`config.mk`:
```
export PLATFORM = sky130hd
export DESIGN_NAME = joystick_differential_drive_mixer
export DESIGN_NICKNAME = d
export VERILOG_FILES = /design/src/rtl/jddm_pkg.sv /design/src/rtl/jddm_link.sv /design/src/rtl/jddm_mix.sv /design/src/rtl/joystick_differential_drive_mixer.sv
export SDC_FILE = /design/constraint.sdc
export NUM_CORES = 1
export LEC_CHECK = 0
export BUFFER_PORTS_ARGS = -buffer_cell sky130_fd_sc_hd__clkbuf_2
export CELL_PAD_IN_SITES_DETAIL_PLACEMENT = 0
export CELL_PAD_IN_SITES_GLOBAL_PLACEMENT = 2
export CORE_MARGIN = 5
export CORE_UTILIZATION = 38
export CTS_CLUSTER_SIZE = 14
export DETAILED_ROUTE_END_ITERATION = 10
export PLACE_DENSITY = 0.87
export SETUP_SLACK_MARGIN = 0.5
export SYNTH_ARGS = -nofsm -noshare
export SYNTH_HDL_FRONTEND = slang
export SYNTH_SLANG_ARGS = --single-unit
export TNS_END_PERCENT = 50
```
`constraint.sdc`:
```
create_clock -name aclk -period 12.8 [get_ports aclk]
set_clock_uncertainty 0.05 [all_clocks]
set_input_delay 2.56 -clock aclk [delete_from_list [all_inputs] [get_ports aclk]]
set_output_delay 2.56 -clock aclk [all_outputs]
set_load 0.01 [all_outputs]
```
`src/rtl/jddm_pkg.sv`:
```
// ----------------------------------------------------------------------------
// jddm_pkg
// Shared types, constants and scaling functions for the joystick
// differential-drive mixer.
// ----------------------------------------------------------------------------
package jddm_pkg;

    // Field and register widths.
    localparam int AXIS_W    = 10;
    localparam int BYTE_W    = 8;
    localparam int COUNT_W   = 16;
    localparam int CFG_W     = 16;
    localparam int CFG_ADDR_W = 2;
    localparam int BRIDGE_W  = 4;

    // Neutral stick position, reset values of the registers and saturation limits.
    localparam logic [AXIS_W-1:0]  NEUTRAL_AXIS   = 10'd510;
    localparam logic [COUNT_W-1:0] TIMEOUT_RST    = 16'd80;
    localparam logic [AXIS_W-1:0]  DEAD_LOW_RST   = 10'd470;
    localparam logic [AXIS_W-1:0]  DEAD_HIGH_RST  = 10'd550;
    localparam logic [COUNT_W-1:0] SILENCE_MAX    = 16'hFFFF;
    localparam logic [BYTE_W-1:0]  SPEED_MAX      = 8'd255;

    // Reciprocal for d*255/513: floor(d * 66716415 / 2^27) is exact for d <= 513.
    localparam int                 UP_SHIFT  = 27;
    localparam int                 UP_PROD_W = AXIS_W + UP_SHIFT;
    localparam logic [UP_SHIFT-1:0] UP_RECIP = 27'd66716415;

    // Configuration register indexes.
    localparam logic [CFG_ADDR_W-1:0] REG_TIMEOUT   = 2'd0;
    localparam logic [CFG_ADDR_W-1:0] REG_DEAD_LOW  = 2'd1;
    localparam logic [CFG_ADDR_W-1:0] REG_DEAD_HIGH = 2'd2;

    // Item kinds carried in tuser.
    localparam logic MODE_PACKET = 1'b0;
    localparam logic MODE_TICK   = 1'b1;

    // Bridge codes: bit0 left fwd, bit1 left rev, bit2 right fwd, bit3 right rev.
    localparam logic [BRIDGE_W-1:0] BRIDGE_STOP    = 4'h0;
    localparam logic [BRIDGE_W-1:0] BRIDGE_FWD     = 4'h5;
    localparam logic [BRIDGE_W-1:0] BRIDGE_REV     = 4'hA;
    localparam logic [BRIDGE_W-1:0] BRIDGE_PIVOT_L = 4'h6;
    localparam logic [BRIDGE_W-1:0] BRIDGE_PIVOT_R = 4'h9;

    // Axis state handed from the link stage to the mixer.
    typedef struct packed {
        logic [AXIS_W-1:0] axis_x;
        logic [AXIS_W-1:0] axis_y;
        logic              button_on;
    } link_item_t;

    // Deadband edges.
    typedef struct packed {
        logic [AXIS_W-1:0] lo;
        logic [AXIS_W-1:0] hi;
    } deadband_t;

    // Mixer result.
    typedef struct packed {
        logic [BYTE_W-1:0]   speed_left;
        logic [BYTE_W-1:0]   speed_right;
        logic [BRIDGE_W-1:0] bridge;
        logic                button_led;
    } mix_result_t;

    // byte*1023/255 = 4*byte + floor(byte/85).
    function automatic logic [AXIS_W-1:0] byte_to_axis(input logic [BYTE_W-1:0] b);
        logic [1:0] extra;
        begin
            if (b == 8'd255) begin
                extra = 2'd3;
            end else if (b >= 8'd170) begin
                extra = 2'd2;
            end else if (b >= 8'd85) begin
                extra = 2'd1;
            end else begin
                extra = 2'd0;
            end
            return {b, 2'b00} + AXIS_W'(extra);
        end
    endfunction

    // (v-510)*255/513, zero at or below neutral.
    function automatic logic [BYTE_W-1:0] scale_up(input logic [AXIS_W-1:0] v);
        logic [AXIS_W-1:0]    d;
        logic [UP_PROD_W-1:0] prod;
        begin
            d    = v - NEUTRAL_AXIS;
            prod = UP_PROD_W'(d) * UP_PROD_W'(UP_RECIP);
            if (v <= NEUTRAL_AXIS) begin
                return '0;
            end
            return prod[UP_SHIFT +: BYTE_W];
        end
    endfunction

    // (510-v)*255/510 reduces to (510-v)/2, zero at or above neutral.
    function automatic logic [BYTE_W-1:0] scale_down(input logic [AXIS_W-1:0] v);
        logic [AXIS_W-1:0] d;
        begin
            d = NEUTRAL_AXIS - v;
            if (v >= NEUTRAL_AXIS) begin
                return '0;
            end
            return d[BYTE_W:1];
        end
    endfunction

endpackage

```
`src/rtl/jddm_link.sv`:
```
// ----------------------------------------------------------------------------
// jddm_link
// Input stage: takes packets and millisecond ticks, keeps the axis and
// button state and the link-silence counter, and applies the failsafe.
// ----------------------------------------------------------------------------
module jddm_link (
    input  logic                                 aclk,
    input  logic                                 aresetn,
    input  logic                                 in_valid,
    output logic                                 in_ready,
    input  logic                                 in_mode,
    input  logic [jddm_pkg::BYTE_W-1:0]          in_joy_x,
    input  logic [jddm_pkg::BYTE_W-1:0]          in_joy_y,
    input  logic [jddm_pkg::BYTE_W-1:0]          in_button,
    input  logic [jddm_pkg::COUNT_W-1:0]         timeout_ms,
    output logic                                 out_valid,
    input  logic                                 out_ready,
    output jddm_pkg::link_item_t                 out_item
);

    logic                                 valid_reg, valid_next;
    logic [jddm_pkg::AXIS_W-1:0]          axis_x_reg, axis_x_next;
    logic [jddm_pkg::AXIS_W-1:0]          axis_y_reg, axis_y_next;
    logic [jddm_pkg::BYTE_W-1:0]          button_reg, button_next;
    logic [jddm_pkg::COUNT_W-1:0]         silence_reg, silence_next;
    logic                                 accept;

    // The stage frees up whenever the mixer takes its item.
    assign in_ready = !valid_reg || out_ready;
    assign accept   = in_valid && in_ready;

    // Next link state for the item being taken.
    always_comb begin
        axis_x_next  = axis_x_reg;
        axis_y_next  = axis_y_reg;
        button_next  = button_reg;
        silence_next = silence_reg;
        valid_next   = in_ready ? in_valid : valid_reg;
        if (accept) begin
            if (in_mode == jddm_pkg::MODE_PACKET) begin
                axis_x_next  = jddm_pkg::byte_to_axis(in_joy_x);
                axis_y_next  = jddm_pkg::byte_to_axis(in_joy_y);
                button_next  = in_button;
                silence_next = '0;
            end else begin
                if (silence_reg != jddm_pkg::SILENCE_MAX) begin
                    silence_next = silence_reg + 1'b1;
                end
                if (silence_next >= timeout_ms) begin
                    axis_x_next = jddm_pkg::NEUTRAL_AXIS;
                    axis_y_next = jddm_pkg::NEUTRAL_AXIS;
                    button_next = '0;
                end
            end
        end
    end

    always_ff @(posedge aclk) begin
        if (!aresetn) begin
            valid_reg   <= 1'b0;
            axis_x_reg  <= jddm_pkg::NEUTRAL_AXIS;
            axis_y_reg  <= jddm_pkg::NEUTRAL_AXIS;
            button_reg  <= '0;
            silence_reg <= '0;
        end else begin
            valid_reg   <= valid_next;
            axis_x_reg  <= axis_x_next;
            axis_y_reg  <= axis_y_next;
            button_reg  <= button_next;
            silence_reg <= silence_next;
        end
    end

    assign out_valid          = valid_reg;
    assign out_item.axis_x    = axis_x_reg;
    assign out_item.axis_y    = axis_y_reg;
    assign out_item.button_on = (button_reg == 8'd1);

    // The silence counter only clears or steps up by one.
    a_silence_step: assert property (@(posedge aclk) disable iff (!aresetn)
        (silence_reg != $past(silence_reg)) |->
            (silence_reg == '0 || silence_reg == $past(silence_reg) + 1'b1))
        else $error("silence counter jumped");

    // A packet clears the silence counter.
    a_packet_clears: assert property (@(posedge aclk) disable iff (!aresetn)
        (accept && in_mode == jddm_pkg::MODE_PACKET) |=> (silence_reg == '0))
        else $error("packet did not clear silence counter");

endmodule

```
`src/rtl/jddm_mix.sv`:
```
// ----------------------------------------------------------------------------
// jddm_mix
// Mixer stage: turns the axis state into two PWM speeds and four bridge
// bits, keeping the previous values where no branch applies.
// ----------------------------------------------------------------------------
module jddm_mix (
    input  logic                  aclk,
    input  logic                  aresetn,
    input  logic                  in_valid,
    output logic                  in_ready,
    input  jddm_pkg::link_item_t  in_item,
    input  jddm_pkg::deadband_t   deadband,
    output logic                  out_valid,
    input  logic                  out_ready,
    output jddm_pkg::mix_result_t out_result
);

    logic                              valid_reg;
    logic [jddm_pkg::BYTE_W-1:0]       left_reg, left_next;
    logic [jddm_pkg::BYTE_W-1:0]       right_reg, right_next;
    logic [jddm_pkg::BRIDGE_W-1:0]     bridge_reg, bridge_next;
    logic                              button_led_reg;
    logic                              accept;
    logic [jddm_pkg::BYTE_W-1:0]       up_x, up_y, down_x, down_y;
    logic                              y_mid, x_mid;
    logic                              x_low, x_high, y_low, y_high;
    logic [jddm_pkg::BYTE_W:0]         sum;

    assign in_ready = !valid_reg || out_ready;
    assign accept   = in_valid && in_ready;

    // Mapped magnitudes of both axes.
    assign up_x   = jddm_pkg::scale_up(in_item.axis_x);
    assign up_y   = jddm_pkg::scale_up(in_item.axis_y);
    assign down_x = jddm_pkg::scale_down(in_item.axis_x);
    assign down_y = jddm_pkg::scale_down(in_item.axis_y);

    assign x_low  = in_item.axis_x < deadband.lo;
    assign x_high = in_item.axis_x > deadband.hi;
    assign y_low  = in_item.axis_y < deadband.lo;
    assign y_high = in_item.axis_y > deadband.hi;
    assign y_mid  = (in_item.axis_y > deadband.lo) && (in_item.axis_y < deadband.hi);
    assign x_mid  = (in_item.axis_x > deadband.lo) && (in_item.axis_x < deadband.hi);

    // Branches in priority order; later ones override earlier ones.
    always_comb begin
        left_next   = left_reg;
        right_next  = right_reg;
        bridge_next = bridge_reg;
        sum         = '0;
        if (y_high) begin
            bridge_next = jddm_pkg::BRIDGE_FWD;
            left_next   = up_y;
            right_next  = up_y;
        end
        if (y_low) begin
            bridge_next = jddm_pkg::BRIDGE_REV;
            left_next   = down_y;
            right_next  = down_y;
        end
        if (y_mid && x_low) begin
            bridge_next = jddm_pkg::BRIDGE_PIVOT_L;
            left_next   = down_x;
            right_next  = down_x;
        end else if (x_low) begin
            // Blended left turn.
            left_next  = (left_next > down_x) ? left_next - down_x : '0;
            sum        = {1'b0, right_next} + {1'b0, down_x};
            right_next = sum[jddm_pkg::BYTE_W] ? jddm_pkg::SPEED_MAX
                                               : sum[jddm_pkg::BYTE_W-1:0];
        end
        if (y_mid && x_high) begin
            bridge_next = jddm_pkg::BRIDGE_PIVOT_R;
            left_next   = up_x;
            right_next  = up_x;
        end else if (x_high) begin
            // Blended right turn.
            sum        = {1'b0, left_next} + {1'b0, up_x};
            left_next  = sum[jddm_pkg::BYTE_W] ? jddm_pkg::SPEED_MAX
                                               : sum[jddm_pkg::BYTE_W-1:0];
            right_next = (right_next > up_x) ? right_next - up_x : '0;
        end
        if (y_mid && x_mid) begin
            left_next   = '0;
            right_next  = '0;
            bridge_next = jddm_pkg::BRIDGE_STOP;
        end
    end

    // Drive state doubles as the result register.
    always_ff @(posedge aclk) begin
        if (!aresetn) begin
            valid_reg      <= 1'b0;
            left_reg       <= '0;
            right_reg      <= '0;
            bridge_reg     <= jddm_pkg::BRIDGE_STOP;
            button_led_reg <= 1'b0;
        end else begin
            if (in_ready) begin
                valid_reg <= in_valid;
            end
            if (accept) begin
                left_reg       <= left_next;
                right_reg      <= right_next;
                bridge_reg     <= bridge_next;
                button_led_reg <= in_item.button_on;
            end
        end
    end

    assign out_valid              = valid_reg;
    assign out_result.speed_left  = left_reg;
    assign out_result.speed_right = right_reg;
    assign out_result.bridge      = bridge_reg;
    assign out_result.button_led  = button_led_reg;

    // A bridge side is never driven forward and reverse at once.
    a_bridge_sides: assert property (@(posedge aclk) disable iff (!aresetn)
        !(bridge_reg[0] && bridge_reg[1]) && !(bridge_reg[2] && bridge_reg[3]))
        else $error("bridge shoot-through code");

    // A result only appears after an item was waiting at the input.
    a_result_source: assert property (@(posedge aclk) disable iff (!aresetn)
        $rose(valid_reg) |-> $past(in_valid))
        else $error("result without input item");

endmodule

```
`src/rtl/joystick_differential_drive_mixer.sv`:
```
// ----------------------------------------------------------------------------
// joystick_differential_drive_mixer
// Each input item is registered in the link stage, then its result in the mixer
// stage. Throughput: one item per cycle while m_tready is high; each stage holds
// one item, and the speed recurrence closes within the mixer stage.
// Reset (aresetn low, synchronous) returns the axes to neutral, clears the
// button, silence counter, speeds and bridge bits and loads register defaults.
// ----------------------------------------------------------------------------
module joystick_differential_drive_mixer (
    input  logic                                aclk,
    input  logic                                aresetn,
    // Configuration write port.
    input  logic                                cfg_wr_en,
    input  logic [jddm_pkg::CFG_ADDR_W-1:0]     cfg_addr,
    input  logic [jddm_pkg::CFG_W-1:0]          cfg_wdata,
    // Input items.
    input  logic                                s_tvalid,
    output logic                                s_tready,
    input  logic [23:0]                         s_tdata,  // joy_x, joy_y, button
    input  logic                                s_tuser,  // mode
    // Result items.
    output logic                                m_tvalid,
    input  logic                                m_tready,
    // speed_left, speed_right, left_fwd, left_rev, right_fwd, right_rev,
    // button_led, drive_led, zero padding
    output logic [23:0]                         m_tdata
);

    logic [jddm_pkg::COUNT_W-1:0] timeout_reg;
    jddm_pkg::deadband_t          deadband_reg;
    logic                         link_valid;
    logic                         link_ready;
    jddm_pkg::link_item_t         link_item;
    jddm_pkg::mix_result_t        result;
    logic                         drive_led;

    // Configuration registers.
    always_ff @(posedge aclk) begin
        if (!aresetn) begin
            timeout_reg     <= jddm_pkg::TIMEOUT_RST;
            deadband_reg.lo <= jddm_pkg::DEAD_LOW_RST;
            deadband_reg.hi <= jddm_pkg::DEAD_HIGH_RST;
        end else if (cfg_wr_en) begin
            case (cfg_addr)
                jddm_pkg::REG_TIMEOUT:   timeout_reg     <= cfg_wdata;
                jddm_pkg::REG_DEAD_LOW:  deadband_reg.lo <= cfg_wdata[jddm_pkg::AXIS_W-1:0];
                jddm_pkg::REG_DEAD_HIGH: deadband_reg.hi <= cfg_wdata[jddm_pkg::AXIS_W-1:0];
                default: ;
            endcase
        end
    end

    jddm_link u_link (
        .aclk       (aclk),
        .aresetn    (aresetn),
        .in_valid   (s_tvalid),
        .in_ready   (s_tready),
        .in_mode    (s_tuser),
        .in_joy_x   (s_tdata[7:0]),
        .in_joy_y   (s_tdata[15:8]),
        .in_button  (s_tdata[23:16]),
        .timeout_ms (timeout_reg),
        .out_valid  (link_valid),
        .out_ready  (link_ready),
        .out_item   (link_item)
    );

    jddm_mix u_mix (
        .aclk       (aclk),
        .aresetn    (aresetn),
        .in_valid   (link_valid),
        .in_ready   (link_ready),
        .in_item    (link_item),
        .deadband   (deadband_reg),
        .out_valid  (m_tvalid),
        .out_ready  (m_tready),
        .out_result (result)
    );

    // Pack the result item.
    assign drive_led = (result.speed_left != '0) || (result.speed_right != '0);
    assign m_tdata   = {2'b00, drive_led, result.button_led, result.bridge,
                        result.speed_right, result.speed_left};

endmodule

```
* Word-level counts from Yosys, hierarchy flattened
Index checks and enable logic that the tools add are counted.
** Word-level totals
- Register bits :: 103
- Output and inout bits :: 26
- Word-level logic and storage cells :: 127
- Bits of input ports :: 48
** Operators by class
- $add $sub $neg :: 11
- Multipliers :: 2
- Eq/ne operators :: 7
- Order comparisons :: 19
- Reductions and logical operators :: 21
- Multiplexer cells :: 54
** Operators by type and width (count)
- $mux W8 :: 28
- $mul A10 B26 Y35 const B :: 2
- $mux W16 :: 4
- $gt A10 B10 Y1 :: 4
- $lt A10 B10 Y1 :: 4
- $mux W10 :: 3
- $add A10 B2 Y10 :: 2
- $ge A10 B9 Y1 const B :: 2
- $le A10 B9 Y1 const B :: 2
- $mux W4 :: 5
- $sub A10 B9 Y10 const B :: 2
- $add A8 B8 Y9 :: 2
- $sub A9 B9 Y9 const A :: 2
- $add A16 B1 Y16 const B :: 1
- $eq A8 B8 Y1 const B :: 2
- $ge A16 B16 Y1 :: 1
- $ge A8 B7 Y1 const B :: 2
- $ge A8 B8 Y1 const B :: 2
- $gt A8 B8 Y1 :: 2
- $mux W2 :: 8
- $ne A16 B16 Y1 const B :: 1
- $reduce_bool A8 Y1 :: 2
- $sub A8 B8 Y8 :: 2
- $reduce_and A2 Y1 :: 5
- other kinds (10) :: 24

* Depth between registers and ports, before layout
- Depth in word-level cells :: 14
- Mapped depth :: 44

* By module
From an unflattened synthesis, not the netlist that was laid out.
** Second synthesis, totals
- Cells, all modules :: 1984
- Area total of the unflattened synthesis :: 16664.7 µm²
** By module, submodules not included
- jddm_mix :: cells each 1484, sequential area each 440.4 µm², area each 12269.3 µm², times used 1
- jddm_link :: cells each 341, sequential area each 900.9 µm², area each 2846.5 µm², times used 1
- joystick_differential_drive_mixer :: cells each 159, sequential area each 720.7 µm², area each 1549.0 µm², times used 1

* Least setup slack after synthesis
No wires, ideal clock.
- Kind :: reg-to-reg
- Start :: register u_link.axis_y_reg[1] (netlist name)
- End :: register u_mix.left_reg[0] (netlist name)
- Data arrival time :: 9.846 ns
- Slack :: 2.782 ns
- Stages on the path, launching flop included :: 42
- Buffers on the path :: 1
- Setup time :: 0.122 ns
- Data required time :: 12.628 ns
- Path through :: dfxtp_1 -> clkbuf_1 -> and3_1 -> xor2_1 -> inv_1 -> fa_1 -> inv_1 -> fa_1 -> fa_1 -> inv_1 -> fa_1 -> inv_1 -> fa_1 -> ha_1 -> a211oi_1 -> o21ai_0 -> a2111oi_1 -> a211oi_1 -> [6 not listed] -> a211oi_1 -> o21ai_0 -> o311a_1 -> o221a_4 -> o21ai_2 -> o22ai_1 -> nand2_1 -> o21ai_0 -> ha_1 -> fa_1 -> a211oi_1 -> nor2_1 -> or4_1 -> a31oi_1 -> o211ai_1 -> o21a_1 -> a21o_1 -> o311a_1
** Between the ends
- Longest elaborated chain between the ends :: 14
** RTL lines
- from (decl) :: line jddm_link.sv:23 : logic [jddm_pkg::AXIS_W-1:0] axis_y_reg, axis_y_next;
- from (signal assigned) :: line jddm_link.sv:62 : axis_y_reg <= jddm_pkg::NEUTRAL_AXIS;
- from (signal assigned) :: line jddm_link.sv:68 : axis_y_reg <= axis_y_next;
- $sub A10 B9 Y10 or $le A10 B9 Y1 (tied branches) :: line jddm_pkg.sv:88, jddm_pkg.sv:90
- $mul A10 B26 Y35 or $mux W1 (tied branches) :: line jddm_pkg.sv:89, jddm_pkg.sv:90
- $mux W8 :: line jddm_pkg.sv:93 : return prod[UP_SHIFT +: BYTE_W];
- $mux W8 :: line jddm_mix.sv:51 : if (y_high) begin
- $mux W8 :: line jddm_mix.sv:56 : if (y_low) begin
- $sub A8 B8 Y8 or $gt A8 B8 Y1 (tied branches) :: line jddm_mix.sv:67 : left_next = (left_next > down_x) ? left_next - down_x : '0;
- $mux W8 :: line jddm_mix.sv:67
- $mux W8 :: line jddm_mix.sv:65 : end else if (x_low) begin
- $mux W8 :: line jddm_mix.sv:61 : if (y_mid && x_low) begin
- $add A8 B8 Y9 :: line jddm_mix.sv:78 : sum = {1'b0, left_next} + {1'b0, up_x};
- $mux W8 :: line jddm_mix.sv:79 : left_next = sum[jddm_pkg::BYTE_W] ? jddm_pkg::SPEED_MAX
- $mux W8 :: line jddm_mix.sv:76 : end else if (x_high) begin
- $mux W8 :: line jddm_mix.sv:72 : if (y_mid && x_high) begin
- $mux W8 (*) :: line jddm_mix.sv:83 : if (y_mid && x_mid) begin
- to (signal assigned) :: line jddm_mix.sv:103 : left_reg <= left_next;
- to (decl) :: line jddm_mix.sv:19 : logic [jddm_pkg::BYTE_W-1:0] left_reg, left_next;
Every way passes the cells marked *; elsewhere a longest branch is shown, timed or not.
A chain may end at the register's enable or synchronous reset.

* Worst setup path after layout
- Start :: register u_link.axis_y_reg[3] (netlist name)
- End :: register u_mix.left_reg[0] (netlist name)
Same word-level chain as after synthesis.

==> Implementation_results.wiki <==
{| class="wikitable"
! Metric !! Value
|-
| Result of the run || completed
|-
| Worst path setup slack after routing || 1.318 ns
|-
| Pin count of the biggest net entering global routing || 59
|-
| GR Util met3 || 0.02443
|-
| IR Drop Worst-Case VDD || 0.0001923 V
|-
| Cells on worst reg2reg path || 41
|-
| Met2 routing resource usage after global routing || 0.3389
|-
| Antenna Cells || 0
|-
| Wire length of the first global-routing pass || 73390 um
|-
| Total Power || 4.734 mW
|-
| Maximum achievable frequency || 87.09 MHz
|-
| Slew at the pin with the worst max-slew slack || 1.163 ns
|-
| Register-to-register setup slack || 1.32 ns
|-
| Total via count after detailed routing || 13421
|-
| Unrepaired setup endpoints after global routing || false
|-
| H-tree depth || 3
|-
| Synth unique cells || 87
|-
| Final design instance area without fill || 17020 um2
|-
| Worst rel slew slack || 0.2213
|-
| Crit path capture type || flip-flop
|-
| Die span in y || 213.7 um
|-
| Count of mapped cells out of synthesis || 1910
|-
| Design internal power || 2.148 mW
|-
| Site row count || 74
|-
| Data required time of the worst path || 13.01 ns
|-
| WHS Endpoint || timeout_reg[14]
|-
| Initial Util || 0.3854
|-
| Seq pwr share || 0.076
|-
| Beginning of the worst hold path || timeout_reg[14]
|-
| Sequential element share of the synthesized area || 0.1307
|-
| Primary FF master, synth || sky130_fd_sc_hd__dfxtp_1
|-
| Most area-consuming cells after synthesis || sky130_fd_sc_hd__ha_1 (24%), sky130_fd_sc_hd__fa_1 (16%), sky130_fd_sc_hd__dfxtp_1 (13%), sky130_fd_sc_hd__inv_1 (6.9%), sky130_fd_sc_hd__a21oi_1 (4.3%)
|-
| FF+latch area || 2064 um2
|-
| Area leader, netlist || sky130_fd_sc_hd__ha_1
|-
| Number of slew-limit violations in the final report || 0
|-
| Mapped Area || 15770 um2
|-
| Portion of synthesized cell area occupied by the leading cell type || 0.2372
|-
| Crit-path max FO || 11
|-
| # DRC || 0
|-
| Net switching component of the power || 2.587 mW
|-
| Die outline width || 213.7 um
|-
| Core footprint || 40920 um2
|-
| Max FFs per register || 20
|-
| Share of async-settable or async-resettable flops after synthesis || 0
|-
| Number of cells in the design after placement || 2472
|-
| Category of the critical setup timing path || reg2reg
|-
| Period Utilization, post-route || 0.8970
|-
| Layout cell share with drive strength beyond 1 || 0.06851
|-
| Fraction of power consumed by the clock network || 0.065
|-
| Clock-pin slew reported for the worst setup and hold paths after clock tree synthesis || 0.08 ns
|-
| Hold path cells || 2
|-
| Layout area overhead || 7.876%
|-
| Time the worst path needs with I/O delays and setup || 11.48 ns
|-
| Area of the multi-input gates || 12430 um2
|-
| CTS Buffer Depth || 2
|-
| Net switching share of the total power || 0.5464
|-
| Met1 Resource Use GR || 0.2797
|-
| Peak per-stage delay on the critical path || 0.59 ns
|-
| Gr ovfl total || 0
|-
| Number of top-level pins || 74
|-
| Capturing point of the worst reg2reg path || u_mix.left_reg[0]
|-
| Min-delay worst type || reg2reg
|-
| Avg Cell Area, Syn || 8.259 um2
|-
| Sum of negative setup slack || 0 ns
|-
| Signal arrival time at the worst endpoint || 11.69 ns
|-
| Number of flops mapped to enable cells by yosys || 0
|-
| Initial detailed-routing violation count || 817
|-
| Most used routing layer in global routing || met2
|-
| Hold Fails Final Rpt || 0
|-
| CTS tree || yes
|-
| Max stage delay cell, worst path || sky130_fd_sc_hd__fa_1
|-
| Most numerous cell on the critical path || sky130_fd_sc_hd__fa_1
|-
| Count of buffers added by post-CTS timing repair for setup || 0
|-
| Leakage Power || 8.282 nW
|-
| Count of port buffers added during placement || 71
|-
| Comb pwr share || 0.860
|-
| Flops & latches, synth || 103
|-
| Count of filler cells inserted in the layout || 4157
|-
| RR Startpoint || u_link.axis_y_reg[3]
|-
| Number of buffers inserted for hold repair after clock tree synthesis || 0
|-
| Count of yosys warnings during synthesis || 0
|-
| Post-detailed-route wirelength per cell || 18.19 um
|-
| Root buf cell || sky130_fd_sc_hd__clkbuf_16
|-
| Post-DR vias/cell || 5.394
|-
| Drt total wl || 45260 um
|-
| Number of clock sinks || 103
|-
| Max Cap Violations || 0
|-
| Endpoints failing setup || 0
|-
| Total routing usage reported by global routing || 0.2022
|-
| Die outline area || 45680 um2
|-
| Number of optimization iterations in the first detailed-route pass || 5
|-
| Detail Route Antenna Nets || 0
|-
| Routability-driven placement congestion ratio || 0.9390
|-
| Worst slack at placement || 1.197 ns
|-
| TritonCTS Buffers || 9
|-
| Total Nets Final || 2421
|-
| Detail Placement HPWL || 37950 um
|-
| Number of global-route vias before repair || 13525
|-
| Element type at the critical path start || flip-flop
|-
| Antenna violations before repair || 0
|-
| Post-route insts no fill || 2488
|-
| Power density of the placed cells || 278.2 nW/um2
|-
| Clock latency at the later pin of the worst-skew pair || 0.38 ns
|-
| Cell area reported after detailed placement || 16670 um2
|}
[cells by family after synthesis]
kind of cell,after synthesis,share of synthesized area
flip-flops,103,0.1307
AND/OR/NAND/NOR,524,0.1616
other,1,0.0002377
multiplexers,13,0.008408
buffers and inverters,345,0.08368
adder cells (fa/ha/maj),422,0.3933
AO/OA/AOI/OAI,421,0.1771
XOR/XNOR,81,0.04497
[cells in the mapped netlist (4+ instances only)]
cell type,number
sky130_fd_sc_hd__o31ai_1,9
sky130_fd_sc_hd__or3_1,7
sky130_fd_sc_hd__o21bai_1,4
sky130_fd_sc_hd__nand4_1,30
sky130_fd_sc_hd__and3_1,18
sky130_fd_sc_hd__nand2_1,164
sky130_fd_sc_hd__a21o_1,24
sky130_fd_sc_hd__o22ai_1,5
sky130_fd_sc_hd__ha_1,299
sky130_fd_sc_hd__xnor2_1,52
sky130_fd_sc_hd__o21ai_1,6
sky130_fd_sc_hd__o211ai_1,22
sky130_fd_sc_hd__nor2_1,116
sky130_fd_sc_hd__buf_4,4
sky130_fd_sc_hd__a311oi_1,7
sky130_fd_sc_hd__nor3b_1,16
sky130_fd_sc_hd__nor4_1,10
sky130_fd_sc_hd__o21ai_0,77
sky130_fd_sc_hd__nand3_1,49
sky130_fd_sc_hd__a21oi_1,136
sky130_fd_sc_hd__nor2b_1,11
sky130_fd_sc_hd__a22oi_1,10
sky130_fd_sc_hd__nor3_1,29
sky130_fd_sc_hd__fa_1,123
sky130_fd_sc_hd__xor2_1,29
sky130_fd_sc_hd__dfxtp_1,103
sky130_fd_sc_hd__a31oi_1,19
sky130_fd_sc_hd__o2111ai_1,5
sky130_fd_sc_hd__o21a_1,22
sky130_fd_sc_hd__nand2b_1,28
sky130_fd_sc_hd__or2_2,4
sky130_fd_sc_hd__o31a_1,6
sky130_fd_sc_hd__buf_2,7
sky130_fd_sc_hd__and2_1,23
sky130_fd_sc_hd__mux2i_1,11
sky130_fd_sc_hd__inv_1,292
sky130_fd_sc_hd__clkbuf_1,39
sky130_fd_sc_hd__a211oi_1,17
[power by group through the flow]
stage	registers, mW	logic [mW]	clock network (mW)
6_report	0.358	4.07	0.306
4_1_cts	0.358	4.07	0.317
5_1_grt	0.360	4.64	0.327
3_5_place_dp	0.366	4.03	0
2_1_floorplan	0.357	2.99	0
3_3_place_gp	0.366	4.01	0
[layer usage]
layer / up-vias / share of wire
li1: 6670 / -
met1: 6430 / 0.47
met2: 276 / 0.47
met3: 45 / 0.038
met4: 0 / 0.019
met5: - / 0
[stage by stage]
stage                     hold WS [ns]  utilization
after floorplan                 0.3863            -
after global placement          0.3933       0.4075
after detailed placement        0.3991       0.4075
after CTS                       0.4109       0.4153
after global routing            0.4257       0.4158
final                           0.4067       0.4158
[area by class of cell]
type,count,share of cell area
Clock inverter,7,0.005588
Multi-Input combinational cell,1463,0.7306
Sequential cell,103,0.1213
Inverter,292,0.06441
Tap cell,532,0.03912
Clock buffer,9,0.01324
Timing Repair Buffer,82,0.02574
[cells in the final DEF (no fill, tap or decap), types with 5 or more instances in the layout]
master / Yosys / final
sky130_fd_sc_hd__ha_1: 299 / 299
sky130_fd_sc_hd__o22ai_1: 5 / 5
sky130_fd_sc_hd__xnor2_1: 52 / 50
sky130_fd_sc_hd__a21o_1: 24 / 24
sky130_fd_sc_hd__and2_1: 23 / 23
sky130_fd_sc_hd__dfxtp_1: 103 / 101
sky130_fd_sc_hd__o211ai_1: 22 / 22
sky130_fd_sc_hd__xor2_1: 29 / 29
sky130_fd_sc_hd__nor2b_1: 11 / 11
sky130_fd_sc_hd__fa_1: 123 / 123
sky130_fd_sc_hd__nand3_1: 49 / 49
sky130_fd_sc_hd__a21oi_1: 136 / 135
sky130_fd_sc_hd__nand2b_1: 28 / 28
sky130_fd_sc_hd__clkbuf_2: 1 / 71
sky130_fd_sc_hd__nor3_1: 29 / 29
sky130_fd_sc_hd__o31ai_1: 9 / 9
sky130_fd_sc_hd__mux2i_1: 11 / 11
sky130_fd_sc_hd__o31a_1: 6 / 6
sky130_fd_sc_hd__o21a_1: 22 / 22
sky130_fd_sc_hd__a211oi_1: 17 / 16
sky130_fd_sc_hd__a311oi_1: 7 / 7
sky130_fd_sc_hd__a31oi_1: 19 / 19
sky130_fd_sc_hd__inv_1: 292 / 291
sky130_fd_sc_hd__a22oi_1: 10 / 10
sky130_fd_sc_hd__o21ai_1: 6 / 6
sky130_fd_sc_hd__nor3b_1: 16 / 15
sky130_fd_sc_hd__nand2_1: 164 / 164
sky130_fd_sc_hd__o21ai_0: 77 / 77
sky130_fd_sc_hd__and3_1: 18 / 18
sky130_fd_sc_hd__nor2_1: 116 / 116
sky130_fd_sc_hd__clkbuf_16: 0 / 9
sky130_fd_sc_hd__nor4_1: 10 / 10
sky130_fd_sc_hd__nand4_1: 30 / 30
sky130_fd_sc_hd__buf_4: 4 / 11
sky130_fd_sc_hd__o2111ai_1: 5 / 5
sky130_fd_sc_hd__or3_1: 7 / 7
[critical path, delay by kind of cell (launching register included)]
kind                       cells  cell delay [ns]
AOI/OAI and AO/OA             18             4.02
xor gates and xnor gates       1             0.48
adders and majority gates     10             4.13
buffers and inverters          5             0.66
DFF                            1             0.58
and+or+nand+nor                7             1.41
[worst max-delay path by stage]
stage / startpoint / endpoint / slack (ns) / cells past startpoint
after floorplan: u_link.axis_y_reg[1] / u_mix.left_reg[0] / 2.78 / 41
after global placement: u_link.axis_y_reg[1] / u_mix.left_reg[0] / 1.36 / 41
after detailed placement: u_link.axis_y_reg[1] / u_mix.left_reg[0] / 1.20 / 39
after CTS: u_link.axis_y_reg[1] / u_mix.left_reg[0] / 1.15 / 39
after global routing: u_link.axis_y_reg[3] / u_mix.left_reg[0] / 0.62 / 41
final: u_link.axis_y_reg[3] / u_mix.left_reg[0] / 1.32 / 41
[timing repair]
| item | in CTS | in global routing |
|---|---|---|
| endpoints found under the hold margin | 0 | 0 |
| setup endpoints to repair | 0 | 8 |
| gates resized for setup | 0 | 5 |
(Power assumes the default switching activity.)
